===== config.mk =====
export PLATFORM = sky130hd
export DESIGN_NAME = nth_weekday_date_finder_unit_flat
export DESIGN_NICKNAME = d
export VERILOG_FILES = /design/src/rtl/core/nwd_pkg.sv /design/src/rtl/core/nwd_if.sv /design/src/rtl/core/nwd_ctrl.sv /design/src/rtl/core/nwd_dp.sv /design/src/rtl/core/nth_weekday_date_finder_unit.sv /design/src/flat_wrapper.sv
export VERILOG_INCLUDE_DIRS = /design/src /design/src/rtl/core
export SDC_FILE = /design/constraint.sdc
export NUM_CORES = 1
export LEC_CHECK = 0
export ABC_AREA = 0
export BUFFER_PORTS_ARGS = -buffer_cell sky130_fd_sc_hd__buf_2
export CORE_AREA = 2 2 148 150
export CTS_CLUSTER_SIZE = 16
export DETAILED_ROUTE_END_ITERATION = 10
export DIE_AREA = 0 0 150 152
export GPL_TIMING_DRIVEN = 0
export PLACE_DENSITY = 0.76
export SYNTH_ARGS = -nofsm -noshare
export SYNTH_HDL_FRONTEND = slang
export SYNTH_HIERARCHICAL = 1
export SYNTH_SLANG_ARGS = --single-unit

===== constraint.sdc =====
create_clock -name clk -period 9.45 [get_ports clk]
set_input_delay 0.945 -clock clk [delete_from_list [all_inputs] [get_ports clk]]
set_output_delay 0.945 -clock clk [all_outputs]
set_load 0.01 [all_outputs]

===== src/rtl/core/nth_weekday_date_finder_unit_macros.svh =====
// Assertion macros shared by the nth weekday date finder RTL
// Depends on nothing; included by the modules that carry assertions
`ifndef NTH_WEEKDAY_DATE_FINDER_UNIT_MACROS_SVH
`define NTH_WEEKDAY_DATE_FINDER_UNIT_MACROS_SVH

`ifndef ASSERT_OFF

// same-cycle implication, disabled while in reset
`define NWD_ASSERT_IMP(label, clk, rst_n, ante, cons, msg) \
    label: assert property (@(posedge clk) disable iff (!rst_n) (ante) |-> (cons)) \
        else $error(msg);

// next-cycle implication, disabled while in reset
`define NWD_ASSERT_NXT(label, clk, rst_n, ante, cons, msg) \
    label: assert property (@(posedge clk) disable iff (!rst_n) (ante) |=> (cons)) \
        else $error(msg);

`else

`define NWD_ASSERT_IMP(label, clk, rst_n, ante, cons, msg)
`define NWD_ASSERT_NXT(label, clk, rst_n, ante, cons, msg)

`endif

`endif


===== src/rtl/core/nwd_pkg.sv =====
// Types, constants and calendar table functions of the nth weekday date finder
// Depends on nothing; used by the interfaces and all modules
package nwd_pkg;

    // field widths
    localparam int YEAR_W  = 14;
    localparam int MONTH_W = 4;
    localparam int WDAY_W  = 3;
    localparam int ORD_W   = 7;
    localparam int DAY_W   = 5;

    // internal widths
    localparam int A_W    = 15;   // year plus bias
    localparam int Q_W    = 8;    // biased year / 100
    localparam int R_W    = 7;    // biased year % 100
    localparam int S_W    = 16;   // weekday sum before mod 7
    localparam int POS_W  = 11;   // signed day or day-of-year position
    localparam int PROD_W = 28;

    // year bias: y + 400 - 1, keeps the weekday and avoids a negative operand
    localparam logic [A_W-1:0] A_BIAS = 15'd399;

    // x / 100 == (x * 5243) >> 19 for x below 43699
    localparam logic [12:0] RECIP100    = 13'd5243;
    localparam int          RECIP_SHIFT = 19;
    localparam logic [A_W-1:0] HUNDRED  = 15'd100;

    // biased year % 100 of a year that is a multiple of 100
    localparam logic [R_W-1:0] R_CENTURY = 7'd99;

    localparam logic [MONTH_W-1:0] M_JAN = 4'd1;
    localparam logic [MONTH_W-1:0] M_FEB = 4'd2;
    localparam logic [MONTH_W-1:0] M_DEC = 4'd12;

    localparam logic [WDAY_W-1:0] WD_SAT = 3'd6;

    typedef enum logic [2:0] {
        ST_IDLE,
        ST_DIV,
        ST_LEAP,
        ST_WDAY,
        ST_CALC,
        ST_WALK,
        ST_FIN
    } state_t;

    // controller to datapath
    typedef struct packed {
        logic load;
        logic div;
        logic leap;
        logic wday;
        logic calc;
        logic walk;
        logic fin;
    } dp_cmd_t;

    // datapath to controller
    typedef struct packed {
        logic walk_done;
    } dp_stat_t;

    // length of month m
    function automatic logic [DAY_W-1:0] days_in(input logic [MONTH_W-1:0] m,
                                                 input logic leap);
        logic [DAY_W-1:0] n;
        begin
            unique case (m) inside
                4'd2:                   n = leap ? 5'd29 : 5'd28;
                4'd4, 4'd6, 4'd9, 4'd11: n = 5'd30;
                default:                n = 5'd31;
            endcase
            return n;
        end
    endfunction

    // weekday offset of the first of month m, leap day included
    function automatic logic [3:0] month_off(input logic [MONTH_W-1:0] m,
                                             input logic leap);
        logic [3:0] off;
        begin
            unique case (m) inside
                4'd1, 4'd10:        off = 4'd0;
                4'd2, 4'd3, 4'd11:  off = 4'd3;
                4'd4, 4'd7:         off = 4'd6;
                4'd5:               off = 4'd1;
                4'd6:               off = 4'd4;
                4'd8:               off = 4'd2;
                4'd9, 4'd12:        off = 4'd5;
                default:            off = 4'd0;
            endcase
            if (m > M_FEB && leap)
                off = off + 4'd1;
            return off;
        end
    endfunction

    // x mod 7 by folding octal digits (8 == 1 mod 7)
    function automatic logic [2:0] mod7(input logic [S_W-1:0] x);
        logic [5:0] d;
        logic [3:0] e;
        begin
            d = 6'(x[2:0]) + 6'(x[5:3]) + 6'(x[8:6]) + 6'(x[11:9])
              + 6'(x[14:12]) + 6'(x[15]);
            e = 4'(d[5:3]) + 4'(d[2:0]);
            return (e >= 4'd7) ? 3'(e - 4'd7) : e[2:0];
        end
    endfunction

endpackage


===== src/rtl/core/nwd_if.sv =====
// Request and result channel interfaces of the nth weekday date finder
// Depends on nwd_pkg
interface nwd_in_if;
    import nwd_pkg::*;

    logic                     valid;
    logic                     ready;
    logic                     command;
    logic [YEAR_W-1:0]        year;
    logic [MONTH_W-1:0]       month;
    logic [WDAY_W-1:0]        weekday;
    logic signed [ORD_W-1:0]  ordinal;

    modport source (output valid, command, year, month, weekday, ordinal, input ready);
    modport sink   (input valid, command, year, month, weekday, ordinal, output ready);
endinterface

interface nwd_out_if;
    import nwd_pkg::*;

    logic               valid;
    logic               ready;
    logic               found;
    logic [MONTH_W-1:0] result_month;
    logic [DAY_W-1:0]   result_day;

    modport source (output valid, found, result_month, result_day, input ready);
    modport sink   (input valid, found, result_month, result_day, output ready);
endinterface


===== src/rtl/core/nwd_ctrl.sv =====
// Sequencing state machine of the nth weekday date finder
// Depends on nwd_pkg and the assertion macro header
`include "nth_weekday_date_finder_unit_macros.svh"

module nwd_ctrl (
    input  logic              clk,
    input  logic              rst_n,
    input  logic              in_valid,
    output logic              in_ready,
    output logic              out_valid,
    input  logic              out_ready,
    input  nwd_pkg::dp_stat_t stat,
    output nwd_pkg::dp_cmd_t  cmd
);
    import nwd_pkg::*;

    state_t state_reg, state_next;
    logic   out_valid_reg, out_valid_next;
    logic   slot_free;
    logic   accept;

    assign slot_free = !out_valid_reg || out_ready;
    assign accept    = in_valid && in_ready;

    // next state
    always_comb
    begin
        state_next = state_reg;
        unique case (state_reg)
            ST_IDLE: if (in_valid) state_next = ST_DIV;
            ST_DIV:  state_next = ST_LEAP;
            ST_LEAP: state_next = ST_WDAY;
            ST_WDAY: state_next = ST_CALC;
            ST_CALC: state_next = ST_WALK;
            ST_WALK: if (stat.walk_done) state_next = ST_FIN;
            ST_FIN:  if (slot_free) state_next = ST_IDLE;
            default: state_next = ST_IDLE;
        endcase
    end

    // datapath commands and ready
    always_comb
    begin
        cmd      = '0;
        in_ready = 1'b0;
        unique case (state_reg)
            ST_IDLE:
            begin
                in_ready = 1'b1;
                cmd.load = in_valid;
            end
            ST_DIV:  cmd.div  = 1'b1;
            ST_LEAP: cmd.leap = 1'b1;
            ST_WDAY: cmd.wday = 1'b1;
            ST_CALC: cmd.calc = 1'b1;
            ST_WALK: cmd.walk = !stat.walk_done;
            ST_FIN:  cmd.fin  = slot_free;
            default: cmd      = '0;
        endcase
    end

    // result word valid flag
    always_comb
    begin
        out_valid_next = out_valid_reg;
        if (cmd.fin)
            out_valid_next = 1'b1;
        else if (out_ready)
            out_valid_next = 1'b0;
    end

    always_ff @(posedge clk or negedge rst_n)
    begin
        if (!rst_n)
        begin
            state_reg     <= ST_IDLE;
            out_valid_reg <= 1'b0;
        end
        else
        begin
            state_reg     <= state_next;
            out_valid_reg <= out_valid_next;
        end
    end

    assign out_valid = out_valid_reg;

    `NWD_ASSERT_NXT(a_accept_starts, clk, rst_n, accept, state_reg == ST_DIV, "accepted word did not start the divide step")
    `NWD_ASSERT_NXT(a_walk_exits, clk, rst_n, state_reg == ST_WALK && stat.walk_done, state_reg == ST_FIN, "month walk did not finish")
    `NWD_ASSERT_NXT(a_fin_shows, clk, rst_n, cmd.fin, out_valid_reg && state_reg == ST_IDLE, "finished result not presented")

endmodule


===== src/rtl/core/nwd_dp.sv =====
// Datapath of the nth weekday date finder: year split, leap test,
// weekday of the first, occurrence position and month walk
// Depends on nwd_pkg and the assertion macro header
`include "nth_weekday_date_finder_unit_macros.svh"

module nwd_dp (
    input  logic                           clk,
    input  logic                           rst_n,
    input  nwd_pkg::dp_cmd_t               cmd,
    output nwd_pkg::dp_stat_t              stat,
    input  logic                           command,
    input  logic [nwd_pkg::YEAR_W-1:0]     year,
    input  logic [nwd_pkg::MONTH_W-1:0]    month,
    input  logic [nwd_pkg::WDAY_W-1:0]     weekday,
    input  logic signed [nwd_pkg::ORD_W-1:0] ordinal,
    output logic                           found,
    output logic [nwd_pkg::MONTH_W-1:0]    result_month,
    output logic [nwd_pkg::DAY_W-1:0]      result_day
);
    import nwd_pkg::*;

    // latched request
    logic                    cmd_reg;
    logic [MONTH_W-1:0]      month_reg;
    logic [WDAY_W-1:0]       wkd_reg;
    logic signed [ORD_W-1:0] ord_reg;
    logic [A_W-1:0]          a_reg;

    // intermediate results
    logic [Q_W-1:0]          q_reg;
    logic                    leap_reg;
    logic [S_W-1:0]          s_reg;
    logic [WDAY_W-1:0]       fw_reg;
    logic signed [POS_W-1:0] doy_reg;
    logic                    hit_reg;
    logic [MONTH_W-1:0]      m_reg;

    // result word
    logic                    found_reg;
    logic [MONTH_W-1:0]      rm_reg;
    logic [DAY_W-1:0]        rd_reg;

    logic [PROD_W-1:0]       prod;
    logic [A_W-1:0]          hund;
    logic [R_W-1:0]          r_c;
    logic                    leap_c;
    logic [S_W-1:0]          s_c;
    logic [MONTH_W-1:0]      msel_c;
    logic [DAY_W-1:0]        dim_sel;
    logic [3:0]              tt;
    logic [3:0]              tm;
    logic [DAY_W:0]          first_c;
    logic [DAY_W:0]          last_c;
    logic signed [POS_W-1:0] ord_ext;
    logic signed [POS_W-1:0] ord_p1;
    logic signed [POS_W-1:0] ord_m1;
    logic signed [POS_W-1:0] base_neg;
    logic signed [POS_W-1:0] val_c;
    logic signed [POS_W-1:0] lim_c;
    logic                    month_ok;
    logic                    hit_c;
    logic [DAY_W-1:0]        dim_walk;
    logic signed [POS_W-1:0] dim_walk_s;
    logic                    walk_done;

    // biased year / 100 by reciprocal multiply
    assign prod = PROD_W'(a_reg) * PROD_W'(RECIP100);

    // remainder, leap test and the weekday sum without the month offset
    assign hund   = A_W'(q_reg) * HUNDRED;
    assign r_c    = R_W'(a_reg - hund);
    assign leap_c = (r_c == R_CENTURY) ? (q_reg[1:0] == 2'b11) : (a_reg[1:0] == 2'b11);
    assign s_c    = S_W'(a_reg) + S_W'(1) + S_W'(a_reg[A_W-1:2])
                  - S_W'(q_reg) + S_W'(q_reg[Q_W-1:2]);

    // month whose first weekday matters
    assign msel_c = cmd_reg ? (ord_reg[ORD_W-1] ? M_DEC : M_JAN) : month_reg;

    // first and last occurrence of the weekday in the selected month
    assign dim_sel = days_in(msel_c, leap_reg);
    assign tt      = 4'(wkd_reg) + 4'd7 - 4'(fw_reg);
    assign tm      = (tt >= 4'd7) ? (tt - 4'd7) : tt;
    assign first_c = (DAY_W+1)'(tm) + (DAY_W+1)'(1);
    assign last_c  = (first_c + (DAY_W+1)'(28) > (DAY_W+1)'(dim_sel))
                   ? first_c + (DAY_W+1)'(21) : first_c + (DAY_W+1)'(28);

    // position of the requested occurrence
    assign ord_ext  = POS_W'(ord_reg);
    assign ord_p1   = ord_ext + 11'sd1;
    assign ord_m1   = ord_ext - 11'sd1;
    assign base_neg = cmd_reg ? (11'sd334 + $signed(POS_W'(leap_reg))) : 11'sd0;

    always_comb
    begin
        if (ord_reg[ORD_W-1])
            val_c = base_neg + $signed(POS_W'(last_c)) + ((ord_p1 <<< 3) - ord_p1);
        else
            val_c = $signed(POS_W'(first_c)) + ((ord_m1 <<< 3) - ord_m1);
    end

    assign month_ok = (month_reg >= M_JAN) && (month_reg <= M_DEC);
    assign lim_c    = cmd_reg ? (11'sd365 + $signed(POS_W'(leap_reg)))
                              : $signed(POS_W'(dim_sel));
    assign hit_c    = (ord_reg != '0) && (cmd_reg || month_ok)
                   && (val_c >= 11'sd1) && (val_c <= lim_c);

    // month walk for year scope
    assign dim_walk   = days_in(m_reg, leap_reg);
    assign dim_walk_s = $signed(POS_W'(dim_walk));
    assign walk_done  = !cmd_reg || !hit_reg || (m_reg == M_DEC) || (doy_reg <= dim_walk_s);
    assign stat.walk_done = walk_done;

    always_ff @(posedge clk)
    begin
        if (cmd.load)
        begin
            cmd_reg   <= command;
            month_reg <= month;
            wkd_reg   <= (weekday > WD_SAT) ? '0 : weekday;
            ord_reg   <= ordinal;
            a_reg     <= A_W'(year) + A_BIAS;
        end
        if (cmd.div)
            q_reg <= prod[RECIP_SHIFT +: Q_W];
        if (cmd.leap)
        begin
            leap_reg <= leap_c;
            s_reg    <= s_c;
        end
        if (cmd.wday)
            fw_reg <= mod7(s_reg + S_W'(month_off(msel_c, leap_reg)));
        if (cmd.calc)
        begin
            doy_reg <= val_c;
            hit_reg <= hit_c;
            m_reg   <= cmd_reg ? M_JAN : month_reg;
        end
        else if (cmd.walk)
        begin
            doy_reg <= doy_reg - dim_walk_s;
            m_reg   <= m_reg + MONTH_W'(1);
        end
        if (cmd.fin)
        begin
            found_reg <= hit_reg;
            rm_reg    <= hit_reg ? m_reg : '0;
            rd_reg    <= hit_reg ? DAY_W'(doy_reg) : '0;
        end
    end

    assign found        = found_reg;
    assign result_month = rm_reg;
    assign result_day   = rd_reg;

    `NWD_ASSERT_NXT(a_hit_fields, clk, rst_n, cmd.fin && hit_reg, found_reg && rd_reg != '0 && rm_reg >= M_JAN && rm_reg <= M_DEC, "found date has bad month or day")
    `NWD_ASSERT_NXT(a_miss_zero, clk, rst_n, cmd.fin && !hit_reg, !found_reg && rm_reg == '0 && rd_reg == '0, "missing date not reported as zeros")
    `NWD_ASSERT_NXT(a_walk_positive, clk, rst_n, cmd.walk, doy_reg >= 11'sd1 && m_reg <= M_DEC, "month walk left the year")

endmodule


===== src/rtl/core/nth_weekday_date_finder_unit.sv =====
// Top level of the nth weekday date finder: controller plus datapath
// Depends on nwd_pkg, nwd_if, nwd_ctrl and nwd_dp
//
//   channel   dir   word fields
//   in_ch     in    command, year, month, weekday, ordinal
//   out_ch    out   found, result_month, result_day
//
// One request word at a time. Month scope: from acceptance to the next acceptance a
// word passes the steps accept, divide, leap, weekday, position, walk check, finish.
// Year scope adds one walk step for each month stepped, up to December at most.
// The result sits in an output register until taken; a stalled result holds the
// finish step, and a new word is accepted once the result register is loaded.
// Reset clears the state machine and the result valid flag; no clearing pass.
module nth_weekday_date_finder_unit (
    input  logic  clk,
    input  logic  rst_n,
    nwd_in_if.sink    in_ch,
    nwd_out_if.source out_ch
);
    import nwd_pkg::*;

    dp_cmd_t  cmd;
    dp_stat_t stat;

    // sequencing
    nwd_ctrl u_ctrl (
        .clk       (clk),
        .rst_n     (rst_n),
        .in_valid  (in_ch.valid),
        .in_ready  (in_ch.ready),
        .out_valid (out_ch.valid),
        .out_ready (out_ch.ready),
        .stat      (stat),
        .cmd       (cmd)
    );

    // arithmetic and result register
    nwd_dp u_dp (
        .clk          (clk),
        .rst_n        (rst_n),
        .cmd          (cmd),
        .stat         (stat),
        .command      (in_ch.command),
        .year         (in_ch.year),
        .month        (in_ch.month),
        .weekday      (in_ch.weekday),
        .ordinal      (in_ch.ordinal),
        .found        (out_ch.found),
        .result_month (out_ch.result_month),
        .result_day   (out_ch.result_day)
    );

endmodule

===== src/flat_wrapper.sv =====
// flat-port wrapper written by rule: the top's interface ports become plain ports
module nth_weekday_date_finder_unit_flat import nwd_pkg::*;
  (clk, rst_n, in_ch_valid, in_ch_command, in_ch_year, in_ch_month, in_ch_weekday, in_ch_ordinal, in_ch_ready, out_ch_valid, out_ch_found, out_ch_result_month, out_ch_result_day, out_ch_ready);
  nwd_in_if in_ch_i ();
  nwd_out_if out_ch_i ();
  input  logic clk;
  input  logic rst_n;
  input wire logic [$bits(in_ch_i.valid)-1:0] in_ch_valid;
  input wire logic [$bits(in_ch_i.command)-1:0] in_ch_command;
  input wire logic [$bits(in_ch_i.year)-1:0] in_ch_year;
  input wire logic [$bits(in_ch_i.month)-1:0] in_ch_month;
  input wire logic [$bits(in_ch_i.weekday)-1:0] in_ch_weekday;
  input wire logic [$bits(in_ch_i.ordinal)-1:0] in_ch_ordinal;
  output wire logic [$bits(in_ch_i.ready)-1:0] in_ch_ready;
  output wire logic [$bits(out_ch_i.valid)-1:0] out_ch_valid;
  output wire logic [$bits(out_ch_i.found)-1:0] out_ch_found;
  output wire logic [$bits(out_ch_i.result_month)-1:0] out_ch_result_month;
  output wire logic [$bits(out_ch_i.result_day)-1:0] out_ch_result_day;
  input wire logic [$bits(out_ch_i.ready)-1:0] out_ch_ready;
  assign in_ch_i.valid = in_ch_valid;
  assign in_ch_i.command = in_ch_command;
  assign in_ch_i.year = in_ch_year;
  assign in_ch_i.month = in_ch_month;
  assign in_ch_i.weekday = in_ch_weekday;
  assign in_ch_i.ordinal = in_ch_ordinal;
  assign in_ch_ready = in_ch_i.ready;
  assign out_ch_valid = out_ch_i.valid;
  assign out_ch_found = out_ch_i.found;
  assign out_ch_result_month = out_ch_i.result_month;
  assign out_ch_result_day = out_ch_i.result_day;
  assign out_ch_i.ready = out_ch_ready;
  nth_weekday_date_finder_unit u_core (.clk(clk), .rst_n(rst_n), .in_ch(in_ch_i), .out_ch(out_ch_i));
endmodule

==> flow_summary_export.csv <==
group,metric,value,unit
grt,grt_overflow,0,
floorplanning,row_count,54,
setup_path,crit_path_end_kind,"register",
run_status,status,"finished, final reports clean",
logic_synthesis,synth.area.top_cells,"ha_1 (22%), edfxtp_1 (21%), fa_1 (18%)",
detailed_routing,via_per_inst,5.494,
detailed_routing,drt_iter0_drc,332,
logic_synthesis,synth-edff-count,84,
sta,setup_ws,1.700,ns
logic_synthesis,synth-seq-cells,88,
clocking,cts_made_buffers,9,
run,drv_cap,0,
sta,hold_violations,0,
sta,finalClockSkew,0.007904,ns
place,port-buffer-count,44,
sta,slew_violations,0,
floorplanning,start_util,55.03,%
sta,rsz0062_at_grt,"false",
clocking,postCtsSetupBuffers,0,
logic_synthesis,synthFlopType,"edfxtp_1",
floorplanning,ios,45,
clocking,ctsResizeCount,0,
floorplanning,fp.dieH,152,um
logic_synthesis,avgSynthCellArea,10.03,um^2
clocking,htreeDepth,3,
logic_synthesis,seq_area_frac_synth,22.32,%
setup_path,cp-start-kind,"register",
logic_synthesis,yosys_warnings,6,
clocking,clock_path_buffers,2,
logic_synthesis,netlist_area,11750,um^2
logic_synthesis,yosysTopAreaCell,"ha_1",
setup_path,critical_path_arrival,7.84,ns
clocking,clk_latency,0.35,ns
clocking,numClockSinks,88,
setup_path,critPathMaxStageDelay,0.58,ns
layout,syn2layout_area_growth,7.412,%
sta,max_slew.worst_pin.slew,0.8587,ns
logic_synthesis,synth_top_cell_area_share,22.47,%
grt,antenna_found_initial,0,
layout,largest_reg_flops,16,
logic_synthesis,synth-compound-area-share,10.31,%
setup_path,ff2ff_path_depth,31,
sta,finalSetupViolCount,0,
logic_synthesis,synthMuxAreaShare,1.438,%
floorplanning,fp.coreArea,21350,um^2
sta,max_freq,129.0,MHz
detailed_routing,drc,0,
setup_path,cpMostUsedCell,"ha_1",
logic_synthesis,synth-xor-area-share,7.443,%
detailed_routing,first_pass_iters,5,
grt,grt_first_pass_wirelength,39010,um
logic_synthesis,synthArstFlopShare,4.545,%
grt,grt_pass1_vias,8607,
clocking,cts-root-buf,"clkbuf_16",
layout,drive_gt1_share,7.311,%
detailed_routing,vias,8301,
layout,nets,1577,
clocking,ctsHoldBuffers,0,
logic_synthesis,synth_top_family_by_area,"adder cells",
sta,tns,0,ns
logic_synthesis,yosys.area_share.simple,10.21,%
floorplanning,dieArea,22800,um^2
detailed_routing,drt_wl_total,22920,um
clocking,tritoncts,"done",
layout,antenna_cells,0,
sta,relSlewSlack,42.75,%
place,hpwl,19320,um
floorplanning,die_w,150,um
logic_synthesis,syn-instance-count,1171,
clocking,clk_pin_slew,0.06,ns
sta,period_needed,7.750,ns
logic_synthesis,synthTopCellsByCount,"ha_1 (211), inv_1 (208), fa_1 (107)",
setup_path,critPathKind,"register to register",
place,dp_slack,1.756,ns
setup_path,path_max_fanout,7,
logic_synthesis,netlist-cell-type-count,69,
sta,post-route-period-util,82.01,%
grt,grt_max_degree,31,
logic_synthesis,synthAdderAreaFrac,40.70,%
grt,grtUsageTotal,21.35,%
setup_path,cp.required,9.54,ns
detailed_routing,drt-wirelength-per-cell,15.17,um
logic_synthesis,syn_nets,1522,
logic_synthesis,yosysMostFrequentCell,"ha_1",
place,gp_congestion,0.8630,
worst_hold_path,hold_class,"primary input to async pin",
setup_path,slowest_stage,"or4_4",
detailed_routing,ant_nets,0,
[worst max-delay path, delay by kind of cell (launching register included)]
kind	cells	cell delay [ns]
DFF	1	0.38
muxes	1	0.41
AOI/OAI and AO/OA	10	1.66
buffers and inverters	3	0.53
adders and majority gates	9	3.07
and+or+nand+nor	8	1.43
[metrics by stage]
| step | instances | hold WS [ns] | instance area (um^2) | util (%) |
|---|---|---|---|---|
| 2_1_floorplan | 1171 | 0.5246 | 11750 | - |
| 3_3_place_gp | 1495 | 0.5462 | 12320 | 57.71 |
| 3_5_place_dp | 1495 | 0.5523 | 12320 | 57.71 |
| 4_1_cts | 1511 | 0.3761 | 12620 | 59.10 |
| 5_1_grt | 1511 | 0.3836 | 12620 | 59.11 |
| 6_report | 1511 | 0.3837 | 12620 | 59.11 |
[logic make-up (layout without fill, tap and decap cells)]
| family | count (synthesis) | count (layout) |
|---|---|---|
| xor+xnor | 99 | 99 |
| other cells | 1 | 1 |
| buf+inv | 228 | 288 |
| compound gates | 190 | 190 |
| mux | 16 | 16 |
| flops | 88 | 88 |
| fa+ha+maj | 318 | 318 |
| simple gates | 231 | 231 |
[per-layer routing]
layer	track usage (%)	part of all wire, %
met5	0	0
met4	7.772	2.7
met3	2.913	3.2
met2	39.01	53
met1	25.31	41
[cell type report]
cell class	count	area (um^2)
fill	1796	8730
multi-input combinational	855	8244
sequential	88	2623
inverter	209	784.5
tap	280	350.3
clock buffer	10	229.0
timing repair buffer	44	220.2
buffer	19	102.6
clock inverter	6	67.56
[path summary, 6_finish.rpt]
kind | from | end | slack [ns]
max reg2reg | u_core/u_dp/wkd_reg[0] | u_core/u_dp/hit_reg | 1.70
max | u_core/u_dp/wkd_reg[0] | u_core/u_dp/hit_reg | 1.70
min in group clk | u_core/u_dp/doy_reg[0] | u_core/u_dp/result_day[0] | 0.56
max in group asynchronous | rst_n | u_core/u_ctrl/state_reg[2] | 8.95
min reg2reg | u_core/u_dp/doy_reg[0] | u_core/u_dp/result_day[0] | 0.56
min | rst_n | u_core/u_ctrl/out_valid | 0.38
[cells in the final DEF (no fill, tap or decap), types with 5 or more instances in the layout]
master / instances
nor3_1: 18
o21a_1: 11
and3_1: 14
nand4_1: 11
xnor2_1: 66
nor4_1: 5
ha_1: 211
clkbuf_16: 9
nor3b_1: 8
inv_1: 208
nand2_1: 48
nor2b_1: 12
and2_1: 12
fa_1: 107
a21boi_0: 6
o211ai_1: 5
a211oi_1: 5
a21o_1: 21
nor2_1: 48
a21oi_1: 53
a31oi_1: 8
xor2_1: 32
clkbuf_1: 13
o21ai_0: 45
mux2i_1: 9
mux2_2: 7
buf_2: 45
nand3_1: 19
nand2b_1: 14
edfxtp_1: 84
Power is left out: the tool's default activity adds up to more than one toggle a clock period on the data nets, which glitch-free logic cannot reach.
